<file path="config.mk">
export PLATFORM = sky130hd
export DESIGN_NAME = sorted_priority_queue_flat
export DESIGN_NICKNAME = d
export VERILOG_FILES = /design/src/rtl/core/spq_pkg.sv /design/src/rtl/core/spq_req_if.sv /design/src/rtl/core/spq_rsp_if.sv /design/src/rtl/core/spq_cell.sv /design/src/rtl/core/sorted_priority_queue.sv /design/src/flat_wrapper.sv
export SDC_FILE = /design/constraint.sdc
export NUM_CORES = 1
export LEC_CHECK = 0
export ABC_AREA = 0
export BUFFER_PORTS_ARGS = -buffer_cell sky130_fd_sc_hd__buf_2
export CAP_MARGIN = 20
export CORE_UTILIZATION = 60
export CTS_CLUSTER_DIAMETER = 200
export CTS_CLUSTER_SIZE = 30
export DETAILED_ROUTE_END_ITERATION = 8
export PLACE_DENSITY = 0.78
export SLEW_MARGIN = 10
export SYNTH_ARGS = -nofsm -noshare
export SYNTH_HDL_FRONTEND = slang
export SYNTH_HIERARCHICAL = 1
export SYNTH_SLANG_ARGS = --single-unit
</file>
<file path="constraint.sdc">
create_clock -name clk_i -period 12.4 [get_ports clk_i]
set_input_delay 2.48 -clock clk_i [delete_from_list [all_inputs] [get_ports clk_i]]
set_output_delay 2.48 -clock clk_i [all_outputs]
set_load 0.01 [all_outputs]
</file>
<file path="src/rtl/core/spq_pkg.sv">
// Shared types and constants for the sorted priority queue.
package spq_pkg;

  localparam int unsigned TagW   = 16;
  localparam int unsigned FieldW = 16;
  localparam int unsigned CountW = 5;

  typedef enum logic {
    SPQ_PUSH = 1'b0,
    SPQ_POP  = 1'b1
  } spq_kind_e;

  typedef enum logic [1:0] {
    SPQ_OK         = 2'd0,
    SPQ_POP_EMPTY  = 2'd1,
    SPQ_PUSH_FULL  = 2'd2
  } spq_status_e;

  // Per-cycle command broadcast to every cell of the chain.
  typedef struct packed {
    logic push;
    logic pop;
  } spq_cmd_t;

endpackage

</file>
<file path="src/rtl/core/spq_req_if.sv">
// Request channel: push or pop word with valid/ready handshake.
interface spq_req_if;
  logic                               valid;
  logic                               ready;
  spq_pkg::spq_kind_e                 kind;
  logic [spq_pkg::FieldW-1:0]         priority_req;
  logic [spq_pkg::TagW-1:0]           tag;

  modport source (output valid, output kind, output priority_req, output tag, input ready);
  modport sink   (input valid, input kind, input priority_req, input tag, output ready);
endinterface

</file>
<file path="src/rtl/core/spq_rsp_if.sv">
// Response channel: status, popped entry and count with valid/ready handshake.
interface spq_rsp_if;
  logic                               valid;
  logic                               ready;
  spq_pkg::spq_status_e               status;
  logic [spq_pkg::FieldW-1:0]         popped_priority;
  logic [spq_pkg::TagW-1:0]           popped_tag;
  logic                               popped_valid;
  logic [spq_pkg::CountW-1:0]         entry_count;

  modport source (output valid, output status, output popped_priority, output popped_tag,
                  output popped_valid, output entry_count, input ready);
  modport sink   (input valid, input status, input popped_priority, input popped_tag,
                  input popped_valid, input entry_count, output ready);
endinterface

</file>
<file path="src/rtl/core/spq_cell.sv">
// One slot of the sorted chain: holds an entry and trades it with its neighbors.
module spq_cell #(
  parameter int unsigned PRIORITY_WIDTH = 16
) (
  input  logic                      clk_i,
  input  spq_pkg::spq_cmd_t         cmd_i,
  input  logic                      occupied_i,
  input  logic [PRIORITY_WIDTH-1:0] new_prio_i,
  input  logic [spq_pkg::TagW-1:0]  new_tag_i,
  input  logic                      left_keep_i,
  input  logic [PRIORITY_WIDTH-1:0] left_prio_i,
  input  logic [spq_pkg::TagW-1:0]  left_tag_i,
  input  logic [PRIORITY_WIDTH-1:0] right_prio_i,
  input  logic [spq_pkg::TagW-1:0]  right_tag_i,
  output logic                      keep_o,
  output logic [PRIORITY_WIDTH-1:0] prio_o,
  output logic [spq_pkg::TagW-1:0]  tag_o
);

  logic [PRIORITY_WIDTH-1:0] prio_q, prio_d;
  logic [spq_pkg::TagW-1:0]  tag_q, tag_d;

  // Stay in place when held entry ranks at or above the newcomer.
  assign keep_o = occupied_i && (prio_q >= new_prio_i);

  always_comb begin
    prio_d = prio_q;
    tag_d  = tag_q;
    if (cmd_i.push) begin
      if (keep_o) begin
        prio_d = prio_q;
        tag_d  = tag_q;
      end else if (left_keep_i) begin
        prio_d = new_prio_i;
        tag_d  = new_tag_i;
      end else begin
        prio_d = left_prio_i;
        tag_d  = left_tag_i;
      end
    end else if (cmd_i.pop) begin
      prio_d = right_prio_i;
      tag_d  = right_tag_i;
    end
  end

  always_ff @(posedge clk_i) begin
    prio_q <= prio_d;
    tag_q  <= tag_d;
  end

  assign prio_o = prio_q;
  assign tag_o  = tag_q;

endmodule

</file>
<file path="src/rtl/core/sorted_priority_queue.sv">
// Results are registered: each appears in the cycle after its request is accepted.
// Throughput: one request word per cycle while the result side keeps taking words;
//   every cell compares and shifts in the same cycle, so no operation iterates.
// Reset: clears the entry count and the result valid flag; slot contents stay
//   undefined until written and are never read before that.
module sorted_priority_queue #(
  parameter int unsigned DEPTH          = 16,
  parameter int unsigned PRIORITY_WIDTH = 16
) (
  input  logic         clk_i,
  input  logic         rst_ni,
  spq_req_if.sink      req_i,
  spq_rsp_if.source    rsp_o
);

  localparam int unsigned CntW = $clog2(DEPTH + 1);
  localparam int unsigned PW   = PRIORITY_WIDTH;
  localparam int unsigned FW   = spq_pkg::FieldW;
  localparam int unsigned TW   = spq_pkg::TagW;

  // ---------------------------------------------------------------------------
  // Handshake: the result register frees up when its word is taken, so a new
  // request is taken in the same cycle the old result leaves.
  // ---------------------------------------------------------------------------
  logic req_acc;
  logic rsp_vld_q;

  assign req_i.ready = !rsp_vld_q || rsp_o.ready;
  assign req_acc     = req_i.valid && req_i.ready;

  // ---------------------------------------------------------------------------
  // Occupancy and command decode
  // ---------------------------------------------------------------------------
  logic [CntW-1:0] count_q, count_d;
  logic            full, empty;
  logic            is_push, is_pop;
  spq_pkg::spq_cmd_t cmd;

  assign full    = (count_q == CntW'(DEPTH));
  assign empty   = (count_q == '0);
  assign is_push = (req_i.kind == spq_pkg::SPQ_PUSH);
  assign is_pop  = (req_i.kind == spq_pkg::SPQ_POP);

  // Drop a push to a full queue and a pop from an empty one: chain holds.
  assign cmd.push = req_acc && is_push && !full;
  assign cmd.pop  = req_acc && is_pop && !empty;

  always_comb begin
    count_d = count_q;
    if (cmd.push) begin
      count_d = count_q + CntW'(1);
    end else if (cmd.pop) begin
      count_d = count_q - CntW'(1);
    end
  end

  always_ff @(posedge clk_i or negedge rst_ni) begin
    if (!rst_ni) begin
      count_q <= '0;
    end else begin
      count_q <= count_d;
    end
  end

  // Keep only the low PRIORITY_WIDTH bits of the requested priority.
  logic [PW+FW-1:0] prio_in_ext;
  logic [PW-1:0]    new_prio;

  assign prio_in_ext = {{PW{1'b0}}, req_i.priority_req};
  assign new_prio    = prio_in_ext[PW-1:0];

  // ---------------------------------------------------------------------------
  // Chain of cells, head at slot 0. On push each cell either keeps its entry,
  // takes the new one (first cell that yields) or takes its left neighbor's;
  // on pop every cell takes its right neighbor's entry, the tail its own.
  // ---------------------------------------------------------------------------
  logic [PW-1:0] cell_prio [DEPTH];
  logic [TW-1:0] cell_tag  [DEPTH];
  logic          cell_keep [DEPTH];

  for (genvar i = 0; i < DEPTH; i++) begin : g_cell
    logic          occupied;
    logic          left_keep;
    logic [PW-1:0] left_prio, right_prio;
    logic [TW-1:0] left_tag, right_tag;

    assign occupied = (count_q > CntW'(i));

    if (i == 0) begin : g_head
      assign left_keep = 1'b1;
      assign left_prio = new_prio;
      assign left_tag  = req_i.tag;
    end else begin : g_body
      assign left_keep = cell_keep[i-1];
      assign left_prio = cell_prio[i-1];
      assign left_tag  = cell_tag[i-1];
    end

    if (i == DEPTH - 1) begin : g_tail
      assign right_prio = cell_prio[i];
      assign right_tag  = cell_tag[i];
    end else begin : g_inner
      assign right_prio = cell_prio[i+1];
      assign right_tag  = cell_tag[i+1];
    end

    spq_cell #(
      .PRIORITY_WIDTH (PW)
    ) u_cell (
      .clk_i        (clk_i),
      .cmd_i        (cmd),
      .occupied_i   (occupied),
      .new_prio_i   (new_prio),
      .new_tag_i    (req_i.tag),
      .left_keep_i  (left_keep),
      .left_prio_i  (left_prio),
      .left_tag_i   (left_tag),
      .right_prio_i (right_prio),
      .right_tag_i  (right_tag),
      .keep_o       (cell_keep[i]),
      .prio_o       (cell_prio[i]),
      .tag_o        (cell_tag[i])
    );
  end

  // ---------------------------------------------------------------------------
  // Result register: capture status, head entry and the updated count.
  // ---------------------------------------------------------------------------
  logic [PW+FW-1:0]        head_ext;
  logic [CntW+4:0]         count_ext;
  spq_pkg::spq_status_e    status_d, status_q;
  logic [FW-1:0]           pop_prio_d, pop_prio_q;
  logic [TW-1:0]           pop_tag_d, pop_tag_q;
  logic                    pop_vld_d, pop_vld_q;
  logic [spq_pkg::CountW-1:0] cnt_out_q;

  assign head_ext  = {{FW{1'b0}}, cell_prio[0]};
  assign count_ext = {5'd0, count_d};

  always_comb begin
    status_d   = spq_pkg::SPQ_OK;
    pop_prio_d = '0;
    pop_tag_d  = '0;
    pop_vld_d  = 1'b0;
    if (is_push && full) begin
      status_d = spq_pkg::SPQ_PUSH_FULL;
    end else if (is_pop && empty) begin
      status_d = spq_pkg::SPQ_POP_EMPTY;
    end else if (is_pop) begin
      pop_prio_d = head_ext[FW-1:0];
      pop_tag_d  = cell_tag[0];
      pop_vld_d  = 1'b1;
    end
  end

  always_ff @(posedge clk_i or negedge rst_ni) begin
    if (!rst_ni) begin
      rsp_vld_q <= 1'b0;
    end else if (req_i.ready) begin
      rsp_vld_q <= req_i.valid;
    end
  end

  // Hold payload while the result waits; load it on each accepted request.
  always_ff @(posedge clk_i) begin
    if (req_acc) begin
      status_q   <= status_d;
      pop_prio_q <= pop_prio_d;
      pop_tag_q  <= pop_tag_d;
      pop_vld_q  <= pop_vld_d;
      cnt_out_q  <= count_ext[spq_pkg::CountW-1:0];
    end
  end

  assign rsp_o.valid           = rsp_vld_q;
  assign rsp_o.status          = status_q;
  assign rsp_o.popped_priority = pop_prio_q;
  assign rsp_o.popped_tag      = pop_tag_q;
  assign rsp_o.popped_valid    = pop_vld_q;
  assign rsp_o.entry_count     = cnt_out_q;

`ifndef SYNTHESIS
  a_count_bound: assert property (@(posedge clk_i) disable iff (!rst_ni)
    count_q <= CntW'(DEPTH))
    else $error("entry count exceeds depth");

  a_push_grows: assert property (@(posedge clk_i) disable iff (!rst_ni)
    (req_acc && is_push && !full) |=> (count_q == $past(count_q) + CntW'(1)))
    else $error("accepted push did not add an entry");

  a_pop_empty: assert property (@(posedge clk_i) disable iff (!rst_ni)
    (req_acc && is_pop && empty) |=>
      (rsp_o.valid && rsp_o.status == spq_pkg::SPQ_POP_EMPTY && !rsp_o.popped_valid))
    else $error("pop on empty queue not flagged");

  a_popped_ok: assert property (@(posedge clk_i) disable iff (!rst_ni)
    (rsp_o.valid && rsp_o.popped_valid) |-> (rsp_o.status == spq_pkg::SPQ_OK))
    else $error("popped entry with error status");

  a_head_sorted: assert property (@(posedge clk_i) disable iff (!rst_ni)
    (count_q >= CntW'(2)) |-> (cell_prio[0] >= cell_prio[1]))
    else $error("head slot out of order");
`endif

endmodule

</file>
<file path="src/flat_wrapper.sv">
// flat-port wrapper written by rule: the top's interface ports become plain ports
module sorted_priority_queue_flat 
#(
  parameter int unsigned DEPTH          = 16,
  parameter int unsigned PRIORITY_WIDTH = 16
)
  (clk_i, rst_ni, req_i_valid, req_i_kind, req_i_priority_req, req_i_tag, req_i_ready, rsp_o_valid, rsp_o_status, rsp_o_popped_priority, rsp_o_popped_tag, rsp_o_popped_valid, rsp_o_entry_count, rsp_o_ready);
  spq_req_if req_i_i ();
  spq_rsp_if rsp_o_i ();
  input  logic clk_i;
  input  logic rst_ni;
  input wire logic [$bits(req_i_i.valid)-1:0] req_i_valid;
  input wire logic [$bits(req_i_i.kind)-1:0] req_i_kind;
  input wire logic [$bits(req_i_i.priority_req)-1:0] req_i_priority_req;
  input wire logic [$bits(req_i_i.tag)-1:0] req_i_tag;
  output wire logic [$bits(req_i_i.ready)-1:0] req_i_ready;
  output wire logic [$bits(rsp_o_i.valid)-1:0] rsp_o_valid;
  output wire logic [$bits(rsp_o_i.status)-1:0] rsp_o_status;
  output wire logic [$bits(rsp_o_i.popped_priority)-1:0] rsp_o_popped_priority;
  output wire logic [$bits(rsp_o_i.popped_tag)-1:0] rsp_o_popped_tag;
  output wire logic [$bits(rsp_o_i.popped_valid)-1:0] rsp_o_popped_valid;
  output wire logic [$bits(rsp_o_i.entry_count)-1:0] rsp_o_entry_count;
  input wire logic [$bits(rsp_o_i.ready)-1:0] rsp_o_ready;
  assign req_i_i.valid = req_i_valid;
  assign req_i_i.kind = req_i_kind;
  assign req_i_i.priority_req = req_i_priority_req;
  assign req_i_i.tag = req_i_tag;
  assign req_i_ready = req_i_i.ready;
  assign rsp_o_valid = rsp_o_i.valid;
  assign rsp_o_status = rsp_o_i.status;
  assign rsp_o_popped_priority = rsp_o_i.popped_priority;
  assign rsp_o_popped_tag = rsp_o_i.popped_tag;
  assign rsp_o_popped_valid = rsp_o_i.popped_valid;
  assign rsp_o_entry_count = rsp_o_i.entry_count;
  assign rsp_o_i.ready = rsp_o_ready;
  sorted_priority_queue #(.DEPTH(DEPTH), .PRIORITY_WIDTH(PRIORITY_WIDTH)) u_core (.clk_i(clk_i), .rst_ni(rst_ni), .req_i(req_i_i), .rsp_o(rsp_o_i));
endmodule
</file>
==> results of run 1 <==
==> routing by layer <==
metal / vias to the layer above / routed length (µm)
met1: 11300 / 33500
met4: 0 / 1120
met3: 69 / 3350
met5: - / 0
li1: 11800 / -
met2: 628 / 34800
==> worst max-delay path, cell delays in order <==
cell and delay, ns:
buf_2 0.13, nand2b_1 0.21, nor3_4 0.17, buf_12 0.80
buf_4 0.90, buf_4 0.96, nor2_1 0.17, a21oi_1 0.19
==> per-stage QoR <==
stage / util (%) / total power, mW / cells / instance area [µm²] / hold WS (ns)
2_1_floorplan: - / 4.14 / 3291 / 34900 / 0.524
3_3_place_gp: 62.3 / 4.51 / 3963 / 35800 / 0.530
3_5_place_dp: 62.3 / 4.62 / 3965 / 35900 / 0.546
4_1_cts: 63.4 / 5.53 / 3996 / 36500 / 0.572
5_1_grt: 63.8 / 5.83 / 4008 / 36700 / 0.595
6_report: 63.8 / 5.54 / 4008 / 36700 / 0.572
==> final timing paths <==
path	endpoint	slack (ns)	from
min	u_core/rsp_o.popped_tag[12]$_SDFFCE_PP0N_	0.57	u_core/g_cell[0].u_cell/tag_o[12]$_DFFE_PP_
max	u_core/g_cell[10].u_cell/tag_o[11]$_DFFE_PP_	6.49	req_i_kind
max in group asynchronous	u_core/count_q[4]$_DFF_PN0_	10.56	rst_ni
min in group asynchronous	u_core/count_q[1]$_DFF_PN0_	1.68	rst_ni
max reg2reg	u_core/g_cell[10].u_cell/tag_o[11]$_DFFE_PP_	7.42	u_core/count_q[1]$_DFF_PN0_
min reg2reg	u_core/rsp_o.popped_tag[12]$_SDFFCE_PP0N_	0.57	u_core/g_cell[0].u_cell/tag_o[12]$_DFFE_PP_
==> final cells by class <==
type | count | area [µm²]
Fill cell | 4370 | 20800
Multi-Input combinational cell | 2289 | 16700
Clock buffer | 30 | 602
Tap cell | 765 | 957
Sequential cell | 558 | 16700
Inverter | 262 | 983
Timing Repair Buffer | 101 | 771
Antenna cell | 2 | 5.00
Clock inverter | 1 | 16.3
==> state kept, by name, summed over array words and instances (netlist names) <==
name,count
u_core/rsp_o.popped_priority,16
u_core/rsp_o.popped_tag,16
u_core/rsp_o.valid,1
u_core/g_cell.u_cell/prio_o,256
u_core/count_q,5
u_core/rsp_o.status,2
u_core/g_cell.u_cell/tag_o,256
u_core/rsp_o.popped_valid,1
u_core/rsp_o.entry_count,5
==> cells in the final DEF (no fill, tap or decap), types with 5 or more instances in the layout <==
cell type,instances
a21o_2,14
and2_1,33
nor4_1,31
inv_1,262
a21oi_1,562
nor3_1,34
and3_4,14
edfxtp_1,552
o211ai_1,14
o21ai_0,30
ha_1,262
a2111oi_4,16
nand2_1,51
and2_2,16
buf_2,78
mux2i_1,513
or3b_1,15
nor2_1,555
buf_4,9
clkbuf_1,7
nand4_1,30
a31oi_4,16
buf_12,8
dfrtp_1,6
buf_16,5
clkbuf_16,23
a221oi_2,14
o21a_1,18
nand2b_4,16
==> power groups by stage <==
stage / clock, mW / sequential, mW / combinational [mW]
finish: 0.918 / 2.64 / 1.98
global route: 0.996 / 2.67 / 2.16
CTS: 0.941 / 2.64 / 1.94
detailed placement: 0 / 2.68 / 1.94
global placement: 0 / 2.67 / 1.85
floorplan: 0 / 2.63 / 1.51
==> impl_metrics.tcl, run 1 <==
set metrics [dict create \
    outcome "finished clean" \
    worst_pin_slew_ns 1.15 \
    yosys_warnings 6 \
    fin_skew_ns 0.0392 \
    grt_setup_unrepaired "false" \
    min_period_ns 5.91 \
    wirelength_mm 72.7 \
    cp.arrival_ns 6.33 \
    synth_nets 3590 \
    grtUsageMet3_pct 1.98 \
    power_switching_mw 1.91 \
    antenna_found_initial 2 \
    hold_viol 0 \
    grt-busiest-layer "met2" \
    intPower_mw 3.63 \
    cts-root-buf "clkbuf_16" \
    worstPathRequired_ns 12.81 \
    cts_resized 0 \
    grt_pass1_vias 23400 \
    period_share_pct 47.7 \
    antenna_left 0 \
    tns_ns 0 \
    endpoint_kind "flop" \
    postSynthAreaPerCell_um2 10.6 \
    max_freq_mhz 169 \
    cts_sinks 558 \
    clock_latency_ns 0.60 \
    syn_area_um2 34900 \
    grt.met1_usage_pct 33.6 \
    die_h_um 243 \
    cts_buffers 22 \
    grt_pass1_wl_mm 118 \
    maxSlewHeadroom_pct 23.1 \
    first_iter_violations 2130 \
    seq_power_share_pct 47.7 \
    ctsHoldBuffers 0 \
    holdPathStages 1 \
    rr_worst_depth 9 \
    dieArea_um2 59200 \
    grt.overflow.total 0 \
    min_path_type "reg -> reg" \
    p_sw_share_pct 34.5 \
    drive_above_1_share_pct 7.34 \
    routedWlPerCell_um 18.1 \
    powerDensity_nw_per_um2 151 \
    p_comb_share_pct 35.7 \
    path_max_fanout 258 \
    pwr-share-clk_pct 16.6 \
    via_per_inst 5.94 \
    nets 3533 \
    grt_max_degree 283 \
    row_count 88 \
    critPathKind "in -> reg" \
    io_buffers 78 \
    max-cap-violations 0 \
    netlist_instances 3291 \
    areaGrowthSynthToFinish_pct 5.22 \
    drc 0 \
    first_pass_iters 6 \
    globalplace.congestion 0.824 \
    post-place-ws_ns 6.10 \
    post_cts.repair.setup_buffers 0 \
    die_w_um 243 \
    cp-start-kind "input port" \
    clk_pin_slew_ns 0.11 \
    finalMaxSlewViolations 0 \
    setup_slack_ns 6.49 \
    clock_path_buffers 3 \
    setup_violations 0 \
    start_util_pct 60.6 \
    grt.total_usage_pct 23.9 \
    grtUsageMet2_pct 40.5 \
    io_pins 79 \
    cts_htree_levels 1 \
    tritoncts "done" \
    peakVddDrop_mv 0.109 \
    vias 23800 \
    p_leak_nw 14.7 \
    core_area_um2 57600 \
    hpwl_mm 52.5 \
]
Note: power is estimated with default switching activity, not from simulation.
==> run 2: changes to the inputs <==
Settings changed: CORE_UTILIZATION 60 to 58, PLACE_DENSITY 0.78 to 0.79.
Clock period 12.4 ns to 5.09 ns, I/O delays scaled along.
==> run 2 against run 1 <==
Against the previous run: the run now ends with DRC left; via count up 2.5%; count of clock-buffer cells in the layout down 2; utilization down 1.4 points; die area up 3.4%; critical path depth up 2; design area up 0.63%; sequential cell count unchanged; power up 140%; largest cell class unchanged.
==> impl_metrics.tcl, run 2 (synthesis gave the netlist of run 1 again) <==
set metrics [dict create \
    powerDensity_nw_per_um2 365 \
    clk_pin_slew_ns 0.12 \
    timing.critical_path.to "u_core/g_cell[15].u_cell/tag_o[8]$_DFFE_PP_" \
    grt_max_degree 123 \
    layout_common_cells "562 x a21oi_1, 555 x nor2_1, 552 x edfxtp_1, 513 x mux2i_1" \
    max-cap-violations 0 \
    grt_setup_unrepaired "false" \
    io_pins 79 \
    worstPathRequired_ns 5.41 \
    grt.total_usage_pct 24.7 \
    crit_slowest_cell "and2_2" \
    finalMaxSlewViolations 0 \
    max_stage_delay_ns 0.89 \
    cp-start-kind "input port" \
    violations "DRC" \
    die_h_um 247 \
    grt_pass1_wl_mm 124 \
    post_cts.repair.setup_buffers 0 \
    tritoncts "done" \
    globalplace.congestion 0.900 \
    row_count 89 \
    r2r_end "u_core/g_cell[15].u_cell/tag_o[8]$_DFFE_PP_" \
    worst_pin_slew_ns 1.12 \
    stdcell_count 4055 \
    vias 24400 \
    hpwl_mm 56.5 \
    maxSlewHeadroom_pct 25.2 \
    post-place-ws_ns 0.661 \
    cts_htree_levels 1 \
    core_area_um2 59200 \
    crit_buf_inv 2 \
    p_leak_nw 14.9 \
    r2r-start "u_core/count_q[1]$_DFF_PN0_" \
    cp.arrival_ns 4.21 \
    first_pass_iters 7 \
    clock_latency_ns 0.59 \
    setup_slack_ns 1.20 \
    max_freq_mhz 257 \
    setup_violations 0 \
    ctsHoldBuffers 0 \
    io_buffers 78 \
    die_w_um 247 \
    place_inst 4024 \
    antenna_found_initial 1 \
    drive_above_1_share_pct 8.53 \
    grt.overflow.total 0 \
    via_per_inst 6.02 \
    diodes 0 \
    areaGrowthSynthToFinish_pct 5.89 \
    worstSetupPathDepth 10 \
    path_max_fanout 33 \
    hold_viol 0 \
    fin_skew_ns 0.0274 \
    cts_sinks 558 \
    routedWlPerCell_um 18.9 \
    min_path_type "in -> async" \
    antenna_left 0 \
    drc 15 \
    ff2ff_setup_slack_ns 1.42 \
    cts-root-buf "clkbuf_16" \
    wirelength_mm 76.8 \
    cp_top_family "simple AND/OR/NAND/NOR gates" \
    first_iter_violations 2286 \
    power.total_mw 13.5 \
    startpoint "req_i_priority_req[7]" \
    cp_cell_sequence "buf_2 > inv_1 > ha_1 > and3_4 > o211ai_1 > nor4_1 > or3b_1 > and2_2 > mux2i_1 > a21oi_1" \
    tns_ns 0 \
    final_common_cell "a21oi_1" \
    cts_buffers 22 \
    grt_pass1_vias 23700 \
    outcome "finished with violations" \
    nets 3575 \
    critPathKind "in -> reg" \
    clock_path_buffers 3 \
    cts_resized 0 \
    dieArea_um2 61200 \
    endpoint_kind "flop" \
    peakVddDrop_mv 0.203 \
    rr_worst_depth 9 \
    start_util_pct 58.9 \
    period_share_pct 76.5 \
    min_period_ns 3.89 \
]
==> run 2: cell count changes in the layout (fill, tap and decap cells not counted), sizes merged <==
| cell | change |
|---|---|
| buf | +42 |
| clkbuf | -2 |
| diode | -2 |
| clkinv | +1 |
==> run 2: stage by stage <==
step                      utilization [%]  instance area (µm²)  hold slack (ns)
after floorplan                         -                34900            0.524
after global placement               61.4                36400            0.531
after detailed placement             61.4                36400            0.546
after CTS                            62.4                37000            0.220
after global routing                 62.4                37000            0.230
final                                62.4                37000            0.240
==> run 2: layout make-up <==
class,count,area (µm²)
clock inverter,2,32.5
timing repair buffer,143,1010
clock buffer,28,573
sequential,558,16700
multi-input combinational,2289,16700
fill,4639,22300
tap,773,967
inverter,262,983
==> run 2: metal layers <==
layer / share of wire, % / track usage (%) / vias up
li1: - / - / 11900
met1: 45 / 35.1 / 11700
met2: 48 / 41.1 / 737
met3: 4.9 / 1.81 / 90
met4: 2.1 / 6.53 / 0
met5: 0 / 0 / -
==> run 2: worst min-delay path by stage <==
stage,start,to,cells after the start
2_1_floorplan,u_core/g_cell[0].u_cell/tag_o[0]$_DFFE_PP_,u_core/rsp_o.popped_tag[0]$_SDFFCE_PP0N_,1
4_1_cts,rst_ni,u_core/rsp_o.valid$_DFFE_PN0N_,1
6_report,rst_ni,u_core/rsp_o.valid$_DFFE_PN0N_,1
3_3_place_gp,u_core/g_cell[0].u_cell/tag_o[11]$_DFFE_PP_,u_core/rsp_o.popped_tag[11]$_SDFFCE_PP0N_,1
5_1_grt,rst_ni,u_core/count_q[1]$_DFF_PN0_,1
3_5_place_dp,u_core/g_cell[0].u_cell/tag_o[0]$_DFFE_PP_,u_core/rsp_o.popped_tag[0]$_SDFFCE_PP0N_,1
==> run 2: power by group <==
group	switching (mW)	internal (mW)	total (mW)
Sequential	0.500	5.99	6.49
Clock	1.39	0.817	2.20
Combinational	2.80	2.01	4.81
